File: config.mk
export PLATFORM = sky130hd
export DESIGN_NAME = game_pad_serial_responder
export DESIGN_NICKNAME = d
export VERILOG_FILES = /design/src/rtl/gpsr_pkg.sv /design/src/rtl/game_pad_serial_responder.sv /design/src/rtl/gpsr_core.sv
export SDC_FILE = /design/constraint.sdc
export NUM_CORES = 1
export LEC_CHECK = 0
export ABC_AREA = 1
export BUFFER_PORTS_ARGS = -buffer_cell sky130_fd_sc_hd__buf_2
export CORE_ASPECT_RATIO = 1.75
export CORE_MARGIN = 2
export CORE_UTILIZATION = 50
export CTS_CLUSTER_DIAMETER = 100
export CTS_CLUSTER_SIZE = 28
export DETAILED_ROUTE_END_ITERATION = 10
export HOLD_SLACK_MARGIN = 0.06
export PLACE_DENSITY = 0.82
export RECOVER_POWER = 100
export SYNTH_ARGS = -nofsm -noshare
export SYNTH_HDL_FRONTEND = slang
export SYNTH_SLANG_ARGS = --single-unit
File: constraint.sdc
create_clock -name clk_i -period 7.1 [get_ports clk_i]
set_input_delay 1.065 -clock clk_i [delete_from_list [all_inputs] [get_ports clk_i]]
set_output_delay 1.065 -clock clk_i [all_outputs]
set_load 0.05 [all_outputs]
File: src/rtl/gpsr_pkg.sv
// Package for the game pad serial responder.
// Holds phase and command codes, pad IDs and the word and state types.
// No dependencies.
package gpsr_pkg;

  // Transfer phases
  localparam logic [3:0] PH_IDLO = 4'd0;
  localparam logic [3:0] PH_IDHI = 4'd1;
  localparam logic [3:0] PH_SWLO = 4'd2;
  localparam logic [3:0] PH_SWHI = 4'd3;
  localparam logic [3:0] PH_ADC0 = 4'd4;
  localparam logic [3:0] PH_ADC3 = 4'd7;

  // Host commands
  localparam logic [7:0] CMD_POLL     = 8'h42;
  localparam logic [7:0] CMD_CONFIG   = 8'h43;
  localparam logic [7:0] CMD_SET_LED  = 8'h44;
  localparam logic [7:0] CMD_STATUS   = 8'h45;
  localparam logic [7:0] CMD_CONST46  = 8'h46;
  localparam logic [7:0] CMD_CONST47  = 8'h47;
  localparam logic [7:0] CMD_CONST4C  = 8'h4C;
  localparam logic [7:0] CMD_RUMBLE   = 8'h4D;

  // Pad IDs and fixed replies
  localparam logic [15:0] ID_DIGITAL  = 16'h5A41;
  localparam logic [15:0] ID_ANALOG   = 16'h5A73;
  localparam logic [7:0]  ID_CONFIG   = 8'hF3;
  localparam logic [7:0]  RX_HIGHZ    = 8'hFF;

  // One input word
  typedef struct packed {
    logic        mode;
    logic [7:0]  tx_byte;
    logic [15:0] buttons;
    logic [7:0]  right_x;
    logic [7:0]  right_y;
    logic [7:0]  left_x;
    logic [7:0]  left_y;
  } item_t;

  // One result word
  typedef struct packed {
    logic [7:0]  rx_byte;
    logic        ack;
    logic        error;
    logic [15:0] motor_value;
    logic        led_on;
    logic        in_config;
  } result_t;

  // Protocol state
  typedef struct packed {
    logic        config_mode;
    logic        pending_mode;
    logic [7:0]  cur_cmd;
    logic [3:0]  phase;
    logic        led;
    logic [7:0]  var_idx;
    logic [15:0] rumble;
  } state_t;

endpackage

File: src/rtl/game_pad_serial_responder.sv
// A word passes through the input register, then the result register, before its result is valid.
// Throughput: one word per cycle while out_ready_i does not stall the result register; gpsr_core is combinational.
// Reset: asynchronous, active low; clears protocol state, controller type and valid flags.
// Top level of the game pad serial responder; depends on gpsr_pkg and gpsr_core.
module game_pad_serial_responder
  import gpsr_pkg::*;
(
  input  logic        clk_i,
  input  logic        rst_ni,
  input  logic        cfg_we_i,
  input  logic        cfg_wdata_i,
  input  logic        in_valid_i,
  output logic        in_ready_o,
  input  logic        mode_i,
  input  logic [7:0]  tx_byte_i,
  input  logic [15:0] buttons_i,
  input  logic [7:0]  right_x_i,
  input  logic [7:0]  right_y_i,
  input  logic [7:0]  left_x_i,
  input  logic [7:0]  left_y_i,
  output logic        out_valid_o,
  input  logic        out_ready_i,
  output logic [7:0]  rx_byte_o,
  output logic        ack_o,
  output logic        error_o,
  output logic [15:0] motor_value_o,
  output logic        led_on_o,
  output logic        in_config_o
);

  logic    ctype_q;
  logic    in_valid_q;
  item_t   item_q;
  logic    out_valid_q;
  result_t res_q;
  state_t  state_q;
  state_t  state_d;
  result_t res_d;
  logic    advance;

  // Stage moves when the result register is free or being taken
  assign advance    = !out_valid_q || out_ready_i;
  assign in_ready_o = !in_valid_q || advance;

  // Controller type register
  always_ff @(posedge clk_i or negedge rst_ni) begin
    if (!rst_ni) begin
      ctype_q <= 1'b0;
    end else if (cfg_we_i) begin
      ctype_q <= cfg_wdata_i;
    end
  end

  // Input register
  always_ff @(posedge clk_i or negedge rst_ni) begin
    if (!rst_ni) begin
      in_valid_q <= 1'b0;
    end else if (in_ready_o) begin
      in_valid_q <= in_valid_i;
    end
  end

  always_ff @(posedge clk_i) begin
    if (in_ready_o && in_valid_i) begin
      item_q <= '{mode: mode_i, tx_byte: tx_byte_i, buttons: buttons_i,
                  right_x: right_x_i, right_y: right_y_i,
                  left_x: left_x_i, left_y: left_y_i};
    end
  end

  gpsr_core u_core (
    .item_i   (item_q),
    .ctype_i  (ctype_q),
    .state_i  (state_q),
    .state_o  (state_d),
    .result_o (res_d)
  );

  // Protocol state and result register
  always_ff @(posedge clk_i or negedge rst_ni) begin
    if (!rst_ni) begin
      state_q     <= '0;
      out_valid_q <= 1'b0;
    end else if (advance) begin
      out_valid_q <= in_valid_q;
      if (in_valid_q) state_q <= state_d;
    end
  end

  always_ff @(posedge clk_i) begin
    if (advance && in_valid_q) res_q <= res_d;
  end

  assign out_valid_o   = out_valid_q;
  assign rx_byte_o     = res_q.rx_byte;
  assign ack_o         = res_q.ack;
  assign error_o       = res_q.error;
  assign motor_value_o = res_q.motor_value;
  assign led_on_o      = res_q.led_on;
  assign in_config_o   = res_q.in_config;

`ifndef ASSERT_OFF
  // Phase never leaves the legal range
  a_phase_range: assert property (@(posedge clk_i) disable iff (!rst_ni)
    state_q.phase <= PH_ADC3)
    else $error("phase out of range");

  // A select word leaves the sequence restarted in normal mode
  a_select_reset: assert property (@(posedge clk_i) disable iff (!rst_ni)
    (advance && in_valid_q && item_q.mode) |=>
      (state_q.phase == PH_IDLO && !state_q.config_mode && res_q.rx_byte == RX_HIGHZ
       && !res_q.ack))
    else $error("select did not restart sequence");

  // A stalled result is held
  a_result_hold: assert property (@(posedge clk_i) disable iff (!rst_ni)
    (out_valid_q && !out_ready_i) |=> (out_valid_q && $stable(res_q)))
    else $error("stalled result changed");

  // Result flags mirror the protocol state after the word
  a_flags_track: assert property (@(posedge clk_i) disable iff (!rst_ni)
    (advance && in_valid_q) |=>
      (res_q.in_config == state_q.config_mode && res_q.motor_value == state_q.rumble))
    else $error("result flags disagree with state");
`endif

endmodule

File: src/rtl/gpsr_core.sv
// Per-word protocol step of the game pad serial responder.
// Combinational: current state and one word in, next state and reply out.
// Depends on gpsr_pkg.
module gpsr_core
  import gpsr_pkg::*;
(
  input  item_t   item_i,
  input  logic    ctype_i,
  input  state_t  state_i,
  output state_t  state_o,
  output result_t result_o
);

  // Reply of a configuration command in phases two to seven
  function automatic logic [7:0] cfg_reply(input logic [2:0] k, input logic [7:0] c,
                                           input logic [7:0] ii, input logic led,
                                           input item_t it);
    logic [7:0] r;
    r = 8'h00;
    unique case (c)
      CMD_POLL: begin
        unique case (k)
          3'd0:    r = it.buttons[7:0];
          3'd1:    r = it.buttons[15:8];
          3'd2:    r = it.right_x;
          3'd3:    r = it.right_y;
          3'd4:    r = it.left_x;
          default: r = it.left_y;
        endcase
      end
      CMD_STATUS: begin
        unique case (k)
          3'd0:    r = 8'h01;
          3'd1:    r = 8'h02;
          3'd2:    r = {7'd0, led};
          3'd3:    r = 8'h02;
          3'd4:    r = 8'h01;
          default: r = 8'h00;
        endcase
      end
      CMD_CONST46: begin
        if (ii == 8'd0) begin
          unique case (k)
            3'd2:    r = 8'h01;
            3'd3:    r = 8'h02;
            3'd5:    r = 8'h0A;
            default: r = 8'h00;
          endcase
        end else if (ii == 8'd1) begin
          unique case (k)
            3'd2, 3'd3, 3'd4: r = 8'h01;
            3'd5:             r = 8'h14;
            default:          r = 8'h00;
          endcase
        end
      end
      CMD_CONST47: begin
        if (k == 3'd2) r = 8'h02;
        else if (k == 3'd4) r = 8'h01;
      end
      CMD_CONST4C: begin
        if (k == 3'd3) begin
          if (ii == 8'd0) r = 8'h04;
          else if (ii == 8'd1) r = 8'h07;
        end
      end
      CMD_RUMBLE: r = 8'hFF;
      default:    r = 8'h00;
    endcase
    return r;
  endfunction

  logic [15:0] pad_id;
  logic [3:0]  ph;
  logic [3:0]  ph_inc;
  logic [2:0]  k;
  logic        cfg_known;
  logic [7:0]  rx;
  logic        ack;
  logic        err;
  state_t      nxt;

  assign pad_id = ctype_i ? ID_ANALOG : ID_DIGITAL;
  // Stray phases act as id low
  assign ph     = (state_i.phase > PH_ADC3) ? PH_IDLO : state_i.phase;
  assign ph_inc = ph + 4'd1;
  assign k      = 3'(ph - PH_SWLO);
  assign cfg_known = (item_i.tx_byte >= CMD_POLL && item_i.tx_byte <= CMD_CONST47) ||
                     item_i.tx_byte == CMD_CONST4C || item_i.tx_byte == CMD_RUMBLE;

  // Next state and reply
  always_comb begin
    nxt = state_i;
    rx  = 8'h00;
    ack = 1'b1;
    err = 1'b0;
    if (item_i.mode) begin
      // select: restart the sequence in normal mode
      nxt.config_mode  = 1'b0;
      nxt.pending_mode = 1'b0;
      nxt.cur_cmd      = 8'h00;
      nxt.phase        = PH_IDLO;
      rx  = RX_HIGHZ;
      ack = 1'b0;
    end else if (ph == PH_IDLO) begin
      nxt.cur_cmd = item_i.tx_byte;
      nxt.phase   = PH_IDLO;
      if (state_i.config_mode) begin
        if (cfg_known) begin
          rx = ID_CONFIG;
          nxt.phase = PH_IDHI;
        end else begin
          rx = RX_HIGHZ; ack = 1'b0; err = 1'b1;
        end
      end else if (item_i.tx_byte == CMD_POLL || (item_i.tx_byte == CMD_CONFIG && ctype_i)) begin
        rx = pad_id[7:0];
        nxt.phase = PH_IDHI;
      end else if (item_i.tx_byte == CMD_CONFIG) begin
        rx = RX_HIGHZ; ack = 1'b0;
      end else begin
        rx = RX_HIGHZ; ack = 1'b0; err = 1'b1;
      end
    end else if (ph == PH_IDHI) begin
      rx = pad_id[15:8];
      nxt.phase = PH_SWLO;
    end else if (!state_i.config_mode) begin
      // normal mode data bytes
      if (ph == PH_SWLO) begin
        if (state_i.cur_cmd == CMD_POLL) begin
          nxt.rumble[7:0] = item_i.tx_byte;
        end else if (state_i.cur_cmd == CMD_CONFIG && ctype_i) begin
          if (item_i.tx_byte <= 8'd1) nxt.pending_mode = item_i.tx_byte[0];
          else err = 1'b1;
        end
        rx = item_i.buttons[7:0];
        nxt.phase = PH_SWHI;
      end else if (ph == PH_SWHI) begin
        if (state_i.cur_cmd == CMD_POLL) nxt.rumble[15:8] = item_i.tx_byte;
        rx = item_i.buttons[15:8];
        if (ctype_i) begin
          nxt.phase = PH_ADC0;
        end else begin
          nxt.phase = PH_IDLO; nxt.config_mode = state_i.pending_mode; ack = 1'b0;
        end
      end else begin
        unique case (ph[1:0])
          2'd0:    rx = item_i.right_x;
          2'd1:    rx = item_i.right_y;
          2'd2:    rx = item_i.left_x;
          default: rx = item_i.left_y;
        endcase
        if (ph == PH_ADC3) begin
          nxt.phase = PH_IDLO; nxt.config_mode = state_i.pending_mode; ack = 1'b0;
        end else begin
          nxt.phase = ph_inc;
        end
      end
    end else begin
      // configuration mode data bytes; parameters latch on the first one
      if (ph == PH_SWLO) begin
        if (state_i.cur_cmd == CMD_CONFIG) begin
          if (item_i.tx_byte <= 8'd1) nxt.pending_mode = item_i.tx_byte[0];
          else err = 1'b1;
        end else if (state_i.cur_cmd == CMD_SET_LED) begin
          if (item_i.tx_byte <= 8'd1) nxt.led = item_i.tx_byte[0];
        end else if (state_i.cur_cmd == CMD_CONST46 || state_i.cur_cmd == CMD_CONST4C) begin
          nxt.var_idx = item_i.tx_byte;
        end
      end
      rx = cfg_reply(k, state_i.cur_cmd, nxt.var_idx, nxt.led, item_i);
      if (ph == PH_ADC3) begin
        nxt.phase = PH_IDLO; nxt.config_mode = nxt.pending_mode; ack = 1'b0;
      end else begin
        nxt.phase = ph_inc;
      end
    end
  end

  assign state_o = nxt;
  assign result_o = '{rx_byte:     rx,
                      ack:         ack,
                      error:       err,
                      motor_value: nxt.rumble,
                      led_on:      nxt.led,
                      in_config:   nxt.config_mode};

endmodule
Yosys cells after proc, flatten, opt, wreduce, memory -nomap -nowiden
Index checks and enable logic that the tools add are counted.
{"block": "word_totals", "register_bits": 127, "word_cells": 178}
{"block": "classes", "addsub": 2, "order_cmp": 4, "eq_ne": 27, "muxes": 92, "bitwise": 3, "reduce_logical": 27}
{"op": "8-bit 2-to-1 mux", "count": 20}
{"op": "8-bit by 7-bit equality test with 1-bit output (second input constant)", "count": 12}
{"op": "25-bit 2-to-1 mux", "count": 3}
{"op": "9-bit 2-to-1 mux", "count": 7}
{"op": "8-bit one-hot mux with 6 select lines", "count": 1}
{"op": "8-bit one-hot mux with 5 select lines", "count": 1}
{"op": "1-bit 2-to-1 mux", "count": 39}
{"op": "4-bit 2-to-1 mux", "count": 9}
{"op": "8-bit one-hot mux with 3 select lines", "count": 1}
{"op": "16-bit 2-to-1 mux", "count": 1}
{"op": "14-bit 2-to-1 mux", "count": 1}
{"op": "4-bit one-hot mux with 3 select lines", "count": 1}
{"op": "5-bit one-hot mux with 2 select lines", "count": 1}
{"op": "4-bit by 2-bit equality test with 1-bit output (second input constant)", "count": 2}
{"op": "8-bit by 1-bit equality test with 1-bit output (second input constant)", "count": 1}
{"op": "8-bit by 7-bit greater-or-equal comparator with 1-bit output (second input constant)", "count": 1}
{"op": "8-bit by 1-bit less-or-equal comparator with 1-bit output (second input constant)", "count": 1}
{"op": "8-bit by 7-bit less-or-equal comparator with 1-bit output (second input constant)", "count": 1}
{"op": "8-bit zero test", "count": 1}
{"op": "7-bit AND reduction", "count": 1}
{"op": "3-bit by 2-bit equality test with 1-bit output (second input constant)", "count": 2}
{"op": "3-bit equality test (second input constant)", "count": 2}
{"op": "1-bit logical OR", "count": 6}
{"op": "2-bit 2-to-1 mux", "count": 3}
{"op": "26 further kinds", "count": 37}

Longest topological paths before layout
Gate-level depths: netlist of the first run.
{"block": "logic_depth", "depth_word": 18, "depth_mapped": 18}

Hierarchy
A second synthesis of the first run with hierarchy kept.
{"block": "hier_totals", "cells_unflattened": 767, "area_unflattened_um2": 6789.0}
{"mod": "game_pad_serial_responder", "n_inst": 1, "cells_per_inst": 269, "area_each_um2": 4226.6}
{"mod": "gpsr_core", "n_inst": 1, "cells_per_inst": 498, "area_each_um2": 2562.5}

Worst setup path before layout of the first run
No wires, ideal clock.
{"block": "synth_path", "path_type": "input port to flip-flop", "start": "input out_ready_i", "end": "register item_q[0] in the netlist's numbering, enable pin", "setup_time_ps": 411, "arrival_ps": 2742, "t_required_ps": 6689, "slack_ps": 3947, "path_stages": 4, "path_buffers": 0, "cell_sequence": "nor2_1 > nand2_1 > nand2_1 > inv_1"}
{"block": "synth_via", "elab_chain_cells": 3}
{"element": "from (decl)", "line_no": "game_pad_serial_responder.sv:22", "source": "input logic out_ready_i,"}
{"element": "1-bit logical OR", "line_no": "game_pad_serial_responder.sv:42", "source": "assign advance = !out_valid_q || out_ready_i;"}
{"element": "1-bit logical OR", "line_no": "game_pad_serial_responder.sv:43", "source": "assign in_ready_o = !in_valid_q || advance;"}
{"element": "named net in_ready_o", "line_no": "game_pad_serial_responder.sv:13", "source": "output logic in_ready_o,"}
{"element": "1-bit logical AND", "line_no": "game_pad_serial_responder.sv:64", "source": "if (in_ready_o && in_valid_i) begin"}
{"element": "to (signal assigned)", "line_no": "game_pad_serial_responder.sv:65", "source": "item_q <= '{mode: mode_i, tx_byte: tx_byte_i, buttons: buttons_i,"}
{"element": "to (decl)", "line_no": "game_pad_serial_responder.sv:33", "source": "item_t item_q;"}
The timed path passes the listed nets, and every way through them passes these cells.
A chain may end at the register's enable or synchronous reset.

Final worst setup path of the first run
{"block": "layout_path", "start": "input out_ready_i", "end": "register state_q[22] in the netlist's numbering"}
{"block": "layout_via", "elab_chain_cells": 2}
{"element": "1-bit logical OR", "line_no": "game_pad_serial_responder.sv:42"}
{"element": "6-bit AND reduction (no line)"}
{"element": "to (signal assigned)", "line_no": "game_pad_serial_responder.sv:86", "source": "if (in_valid_q) state_q <= state_d;"}
{"element": "to (decl)", "line_no": "game_pad_serial_responder.sv:36", "source": "state_t state_q;"}
No other way between the ends.

==> results, run 1 <==
- The flip-flop cell with the highest count after synthesis is sky130_fd_sc_hd__edfxtp_1.
- The number of port buffers is 92.
- The worst setup path is of the in -> reg kind.
- The run finished, with violations left.
- Once detail routing completed, the nets flagged for antenna violations numbered 0.
- The switching portion of total power is 26.6%.
- In the global route stage, overall resource usage came out at 25.4%.
- The source-to-sink clock delay at the later pin of the worst-skew pair is between 400 and 500 ps.
- The maximum count of clock buffers along a single path is 2.
- Data on the critical path is required at its endpoint by 7380 ps.
- The most common cell in the synthesized netlist is sky130_fd_sc_hd__nand2_1.
- After layout, the worst path uses 62.7% of the clock period.
- The clock period could shrink to around 4500 ps.
- The launching element type of the critical path is an input port.
- The clock tree root buffer cell is sky130_fd_sc_hd__clkbuf_16.
- The checks that failed: max-capacitance violations, max-slew violations.
- After floorplanning, the core was sized to cover about 12000 sq um.
- The area enclosed by the die boundary is 13300 sq um.
- In this run, synthesis inferred 85 flip-flops with an integrated enable.
- The cell count after placement is 910.
- Dividing the detail-routed wire length by the instance count gives ~17 microns.
- The number of setup buffers added after CTS is 0.
- The max-cap violation count is 3.
- The pre-antenna-repair detailed-routing pass consisted of 6 iterations.
- STA classifies the critical path endpoint as a flip-flop.
- The kind of cell adding the most delay to the critical path is buffers and inverters.
- The sum of negative setup slack is 0 ps.
- After clock tree synthesis, the clock-pin slew on the worst setup and hold paths is 60 ps.
- The clock share of power is 44.8%.
- At the pin with the least slew margin, the transition time is 2440 ps.
- Clock tree synthesis inserted a total of 17 buffers.
- The number of ports placed on the die boundary is 93.
- The total overflow left after global routing is 0.
- The biggest cell delay along the critical path is between 1500 and 2000 ps.
- For the final database, setup skew stands at 11.0 ps.
- Entering global routing, the biggest net connects 58 pins.
- The DRC marker count from the first detailed-route iteration is 397.
- For this block, the via count after detailed routing is 5150.
- The max-slew violation total from the final report is 151.
- The Yosys step of the flow raised 0 warnings.
- The via count of the first global-routing pass came to 5130.
- After clock tree synthesis, the repair step resized 0 gates.
- Of all cell types, the one taking the most synthesized area is sky130_fd_sc_hd__edfxtp_1.
- The min-delay analysis places its worst path in the category reg -> reg.
- In this run, synthesis produced a sequential element count of 127.
- The max-slew headroom at the worst pin is -62.6%.
- The final standard cell area without fillers is 7340 sq um.
- The initial utilization of the core area, before any placement, comes to 51.2%.
- Of the cells placed in the final design, the portion with a size suffix greater than 1 is 14.9%.
- The count of placed standard cells in the final layout, fillers left out is approximately 940.
- Setup repair after global routing left no endpoint under its margin.
- Internal power comes to approximately 1.5 mW.
- In this run, distinct cell masters in the synthesized netlist total 42.
- The worst hold slack is 481 ps.
- The post-route DRC violation count is 0.
- In this run the cell area of the synthesized design comes to 6180 sq um.
- After layout, the design draws a total of roughly 2 mW.
- The fraction of the yosys area taken by sequential cells is 58.3%.
- The floorplan has 53 rows.
- In this run the power spent charging and discharging nets is 534 uW.
- The repair_antennas step left the layout with diodes totalling 0.
- The floorplan step set the die height to around 150 microns.
- The final hold violation count is 0.
- The net total in the final layout is 834.
- Setup violations remaining at the end of the flow were counted as 0.
- The share of total power dissipated in sequential elements is 44.5%.
- The placer's final routability congestion estimate is ~0.95.
- At the worst endpoint, the arrival time is 4730 ps.
- The routed design has between 15000 and 20000 microns of wire.
- CTS built an H-tree with a depth of 4.
- The clock sink total is roughly 130.
- The number of buffer and inverter stages on the critical path is 5.
- Dividing the detail-routed via count by the number of cells gives 5.47.
- The largest individual stage delay along the critical path comes from the cell sky130_fd_sc_hd__clkbuf_1.
- The fraction of synthesis flops using an asynchronous set or reset pin is 33.1%.
- A synthesized cell averages 9.29 sq um.
- VDD sags by at most between 0.15 and 0.2 mV.
- In this run the power density over the cells is 273 nW/um^2.
- The number of filler instances in the final layout is 1038.
- Timing would allow up to ~220 MHz.
- The global-route wire length before repair is 25000 microns.
- After synthesis, the largest area contributor takes up 41.3% of total cell area.
- Sorting the synthesized cells by area gives the leading types as sky130_fd_sc_hd__edfxtp_1 (41%), sky130_fd_sc_hd__dfrtp_1 (17%), sky130_fd_sc_hd__nand2_1 (13%).
- Sorting the synthesized cells by how often they occur yields sky130_fd_sc_hd__nand2_1 (220), sky130_fd_sc_hd__edfxtp_1 (85), sky130_fd_sc_hd__inv_1 (71), sky130_fd_sc_hd__dfrtp_1 (42), sky130_fd_sc_hd__nor2_1 (38).
- Compared with the post-synthesis result, the final layout area differs by 18.8%.
- The HPWL reported at the end of detailed placement is 11500 microns.
- The total leakage power is roughly 3.2 nW.
- Along the worst path, the maximum fanout reaches a little under 50.
- The signal on the critical path passes through buf_2 -> nor2_1 -> nor2_4 -> clkbuf_1 -> inv_1 -> clkbuf_1 -> nor2_1 -> inv_1 -> nand2_1 -> o21ai_0.
- The floorplan step set the die width to between 80 and 90 microns.
- After detailed placement, the total cell area comes to 6810 sq um.
- Counting every net in the synthesized netlist gives 735.
- Hold repair after CTS inserted 0 buffers.
- The number of antenna violations at the first check in global routing came to 0.
- Per report_power, the combinational group accounts for 10.7% of the total.
- The number of instances in the synthesized netlist is 665.
- The TritonCTS clock tree is built.
-- state kept, by name (all words and copies together) (netlist names) --
name and count:
led_on_o 1, out_valid_o 1, in_config_o 1, state_q 39, rx_byte_o 8, ack_o 1
in_valid_q 1, motor_value_o 16, item_q 57, error_o 1, ctype_q 1
-- per-layer routing --
layer / global-route usage (%) / share of wire, % / vias up
li1: - / - / 2462
met1: 26.1 / 35 / 2370
met2: 45.4 / 53 / 250
met3: 4.80 / 5.0 / 68
met4: 17.0 / 6.8 / 0
met5: 0 / 0 / -
-- worst reg2reg max path, delay by kind of cell, from the launching register on --
kind	cells	cell delay, ps
compound gates	1	90
buf+inv	5	3010
flops	1	370
simple gates	4	560
-- cells by family (layout without fill, tap and decap cells) --
logic type	Yosys count	in the layout	synth area share, %
flip-flops	127	127	58.3
AND/OR/NAND/NOR	314	314	22.0
buffers and inverters	92	204	5.81
AO/OA/AOI/OAI	125	125	12.4
adder cells (fa/ha/maj)	7	7	1.42
-- power groups by stage --
stage	Combinational [mW]	Clock, mW	Sequential [mW]
final	0.215	0.898	0.893
after global routing	0.239	0.939	0.899
after CTS	0.221	0.905	0.889
after detailed placement	0.219	0	0.903
after global placement	0.216	0	0.902
after floorplan	0.113	0	0.935
-- stage by stage --
step	worst slack, ps	utilization (%)
2_1_floorplan	3950	-
3_3_place_gp	4060	56.4
3_5_place_dp	4030	56.4
4_1_cts	3980	61.5
5_1_grt	2110	60.8
6_report	2650	60.8
-- final cells by class --
type	instances	area [sq um]	share of cell area (%)
Clock buffer	17	425	5.80
Clock inverter	15	186	2.54
Inverter	77	289	3.94
Multi-Input combinational cell	446	2190	29.9
Sequential cell	127	3600	49.1
Tap cell	165	206	2.81
Timing Repair Buffer	95	435	5.93
-- path summary, 6_finish.rpt --
path / startpoint / endpoint / slack (ps) / depth (start not counted)
worst max-delay path: out_ready_i / state_q[22] / 2650 / 10
worst min-delay path: state_q[10] / state_q[10] / 480 / 2
worst max register to register: out_valid_o / state_q[22] / 2950 / 10
worst min register to register: state_q[10] / state_q[10] / 480 / 2
max in group asynchronous: rst_ni / state_q[30] / 4430 / 1
min in group asynchronous: rst_ni / state_q[4] / 1350 / 1
-- layout by cell type, fill, tap and decap left out, types with 11 or more instances in the layout --
cell type                   netlist  final
sky130_fd_sc_hd__nand2_1        220    221
sky130_fd_sc_hd__dfrtp_1         42     42
sky130_fd_sc_hd__nor2_1          38     40
sky130_fd_sc_hd__edfxtp_1        85     85
sky130_fd_sc_hd__a21oi_1         20     20
sky130_fd_sc_hd__inv_1           71     72
sky130_fd_sc_hd__clkbuf_1         6     34
sky130_fd_sc_hd__nand4_1         11     11
sky130_fd_sc_hd__clkbuf_16        0     17
sky130_fd_sc_hd__o22ai_1         12     12
sky130_fd_sc_hd__buf_2            8     60
sky130_fd_sc_hd__nand3_1         12     14
sky130_fd_sc_hd__o21ai_0         34     45
Note: power is estimated with default switching activity, not from simulation.
==> run 2: changes to the inputs <==
--- a/config.mk
+++ b/config.mk
@@ -14,7 +14,7 @@
 export CTS_CLUSTER_SIZE = 28
 export DETAILED_ROUTE_END_ITERATION = 10
 export HOLD_SLACK_MARGIN = 0.06
-export PLACE_DENSITY = 0.82
+export PLACE_DENSITY = 0.85
 export RECOVER_POWER = 100
 export SYNTH_ARGS = -nofsm -noshare
 export SYNTH_HDL_FRONTEND = slang
==> constraint.sdc (replaced) <==
create_clock -name clk_i -period 3.8 [get_ports clk_i]
set_input_delay 0.57 -clock clk_i [delete_from_list [all_inputs] [get_ports clk_i]]
set_output_delay 0.57 -clock clk_i [all_outputs]
set_load 0.05 [all_outputs]
==> run 2 against run 1 <==
Final area increased by 0.38%. Critical path depth increased by 1. Power increased by 89%. Largest power group unchanged. The run still ends with max-capacitance violations, max-slew violations left.
==> results, run 2 (synthesis results as in run 1) <==
- The first global-routing pass estimated ~25000 microns of wire.
- Summed over all nets, the half-perimeter wirelength after detailed placement is 11400 microns.
- The number of clock buffers added by TritonCTS is 17.
- The tightest min-delay check is of the in -> reg type.
- The floorplan step set the die width to 88.0 microns.
- The biggest cell delay along the critical path is 500 ps.
- The clock sink total is 127.
- The aggregate global-route resource usage is 25.1%.
- The final hold violation count came to 0.
- Leaving out fill and tap cells, the most frequent cell in the layout is sky130_fd_sc_hd__nand2_1.
- Walking the worst path, the cells encountered are nor2_1 -> inv_1 -> ha_1 -> nand2_4 -> inv_1 -> nor2_1 -> inv_1 -> o22ai_1 -> a31oi_1 -> a21oi_1 -> o21ai_1.
- Of the cells placed in the final design, the portion with a size suffix greater than 1 is roughly 15%.
- In this design, the critical path's most frequently occurring cell is sky130_fd_sc_hd__inv_1.
- Ranked by flip-flop count, first place goes to item_q.
- The analysis attributes to cell leakage a power of 3.17 nW.
- The total length of routed wires is 15800 microns.
- The standard cell with the maximum stage delay on the critical path is sky130_fd_sc_hd__nor2_1.
- The worst setup path is captured at a flip-flop.
- The placeable core region is 12100 sq um.
- Entering global routing, the biggest net connects 58 pins.
- In this run the tightest slew margin relative to its limit is -63.8%.
- For the finished layout, the period the worst path requires is 3360 ps.
- Of the available clock period, the critical path in the final layout requires 88.3%.
- Hold repair after CTS inserted 0 buffers.
- Static timing analysis puts the maximum clock frequency at about 300 MHz.
- Summed over all layers, the global routing overflow is 0.
- The area enclosed by the die boundary is 13300 sq um.
- Clock skew on the completed layout was measured at 14.9 ps.
- VDD sags by at most roughly 0.3 mV.
- Compared with the post-synthesis result, the final layout area differs by 19.2%.
- The post-CTS resize count is 0.
- The classification of the worst setup path is reg -> reg.
- The residual antenna-violating net count after detailed routing is 0.
- At the worst endpoint, the required time is about 4000 ps.
- The number of buffer and inverter stages on the critical path is 3.
- Setup repair after global routing left no endpoint under its margin.
- The max-slew violation total from the final report is 150.
- The checks that failed: max-capacitance violations, max-slew violations.
- Post-CTS timing repair inserted 0 buffers for setup.
- The total of endpoints with negative setup slack in the final report is 0.
- At the pin with the least slew margin, the transition time is 2460 ps.
- Before antenna repair, the detailed router went through 6 iterations.
- Dividing the detail-routed wire length by the instance count gives 16.8 microns.
- For this run, design rule violations remaining after detail routing come to 0.
- The placer's final routability congestion estimate is 1.03.
- The sum of negative setup slack is 0 ps.
- The later pin in the worst-skew pair is clocked with a latency of approximately 420 ps.
- The count of standard-cell rows is 53.
- For the worst setup path, the data arrival time is between 3000 and 4000 ps.
- The top fanout value on the critical path is 15.
- The repair_antennas step left the layout with diodes totalling 0.
- The flow ran to the end, but the final reports show violations.
- The number of ports placed on the die boundary is 93.
- Port buffering added 92 buffers.
- Using the TritonRoute via totals, the vias-per-cell ratio works out to 5.55.
- The max-cap violation count is 3.
- The worst hold slack is 316 ps.
- The number of vias in the routed layout is roughly 5200.
- Among cell families on the critical path, the largest total delay comes from simple AND/OR/NAND/NOR gates.
- The number of antenna violations at the first check in global routing was 0.
- The via count of the first global-routing pass came to ~5200.
- Power spread over the standard cell area amounts to a little over 500 nW/um^2.
- The launching element type of the critical path is a flip-flop.
- The maximum count of clock buffers along a single path is 2.
- The DRC marker count from the first detailed-route iteration is 471.
- The starting utilization of the core area is 51.2%.
- The clock-pin slew of the registers on the worst-case setup and hold paths is 60 ps.
- The height of the die is 151 microns.
- The net total in the final layout is roughly 830.
- The number of H-tree levels is 4.
- The number of flip-flops under the largest register name is 57.
- The clock tree root buffer cell is sky130_fd_sc_hd__clkbuf_16.
- The library cells used most frequently in the layout, excluding fill and tap cells, are sky130_fd_sc_hd__nand2_1 (220), sky130_fd_sc_hd__edfxtp_1 (85), sky130_fd_sc_hd__inv_1 (73).
- The TritonCTS clock tree is built.
## run 2: changes by cell type in the layout (fill, tap and decap cells not counted), sizes merged
cell,previous run,this run
buf,61,62
bufinv,3,4
clkbuf,51,53
clkinvlp,4,3
inv,81,78
## run 2: cell type report
| class | instances | area (sq um) |
|---|---|---|
| fill | 1044 | 4700 |
| clock inverter | 12 | 186 |
| tap | 165 | 206 |
| multi-input combinational | 446 | 2200 |
| inverter | 77 | 289 |
| timing repair buffer | 95 | 439 |
| clock buffer | 20 | 437 |
| sequential | 127 | 3600 |
## run 2: path summary, 6_finish.rpt
| path | startpoint | end | slack [ps] | depth (start not counted) |
|---|---|---|---|---|
| setup / recovery | state_q[28] | rx_byte_o[2] | 440 | 11 |
| hold / removal | buttons_i[3] | item_q[35] | 320 | 1 |
| setup reg to reg | state_q[28] | rx_byte_o[2] | 440 | 11 |
| hold reg to reg | state_q[11] | state_q[11] | 480 | 2 |
| max in group asynchronous | rst_ni | state_q[23] | 1590 | 1 |
| min in group asynchronous | rst_ni | state_q[28] | 850 | 1 |
## run 2: report_power, final
part | switching, mW | internal [mW] | leakage, nW
registers | 0.0585 | 1.61 | 1.35
logic | 0.302 | 0.103 | 1.52
clock network | 0.612 | 1.10 | 0.291
total | 0.973 | 2.81 | 3.17
## run 2: worst register-to-register path, stage by stage, from the launching register on
cell	delay, ps
sky130_fd_sc_hd__dfrtp_1	400
sky130_fd_sc_hd__nor2_1	360
sky130_fd_sc_hd__inv_1	150
sky130_fd_sc_hd__ha_1	430
sky130_fd_sc_hd__nand2_4	230
sky130_fd_sc_hd__inv_1	240
sky130_fd_sc_hd__nor2_1	510
sky130_fd_sc_hd__inv_1	220
sky130_fd_sc_hd__o22ai_1	190
sky130_fd_sc_hd__a31oi_1	80
sky130_fd_sc_hd__a21oi_1	170
sky130_fd_sc_hd__o21ai_1	110
## run 2: per-layer routing
metal / wire (microns) / global-route usage, % / vias up / share of wire (%)
met1: 5430 / 25.5 / 2436 / 34
met5: 0 / 0 / - / 0
met3: 876 / 4.41 / 69 / 5.5
met2: 8480 / 44.7 / 261 / 54
li1: - / - / 2461 / -
met4: 1000 / 18.1 / 0 / 6.3
## run 2: stage by stage
stage	instance area, sq um	cells	utilization [%]	power (mW)	worst slack [ps]
detailed placement	6810	910	56.4	2.09	666
global placement	6810	910	56.4	2.09	734
floorplan	6180	665	-	1.96	1030
global route	7360	942	61.0	3.90	167
finish	7360	942	61.0	3.79	444
CTS	7430	942	61.5	3.80	663
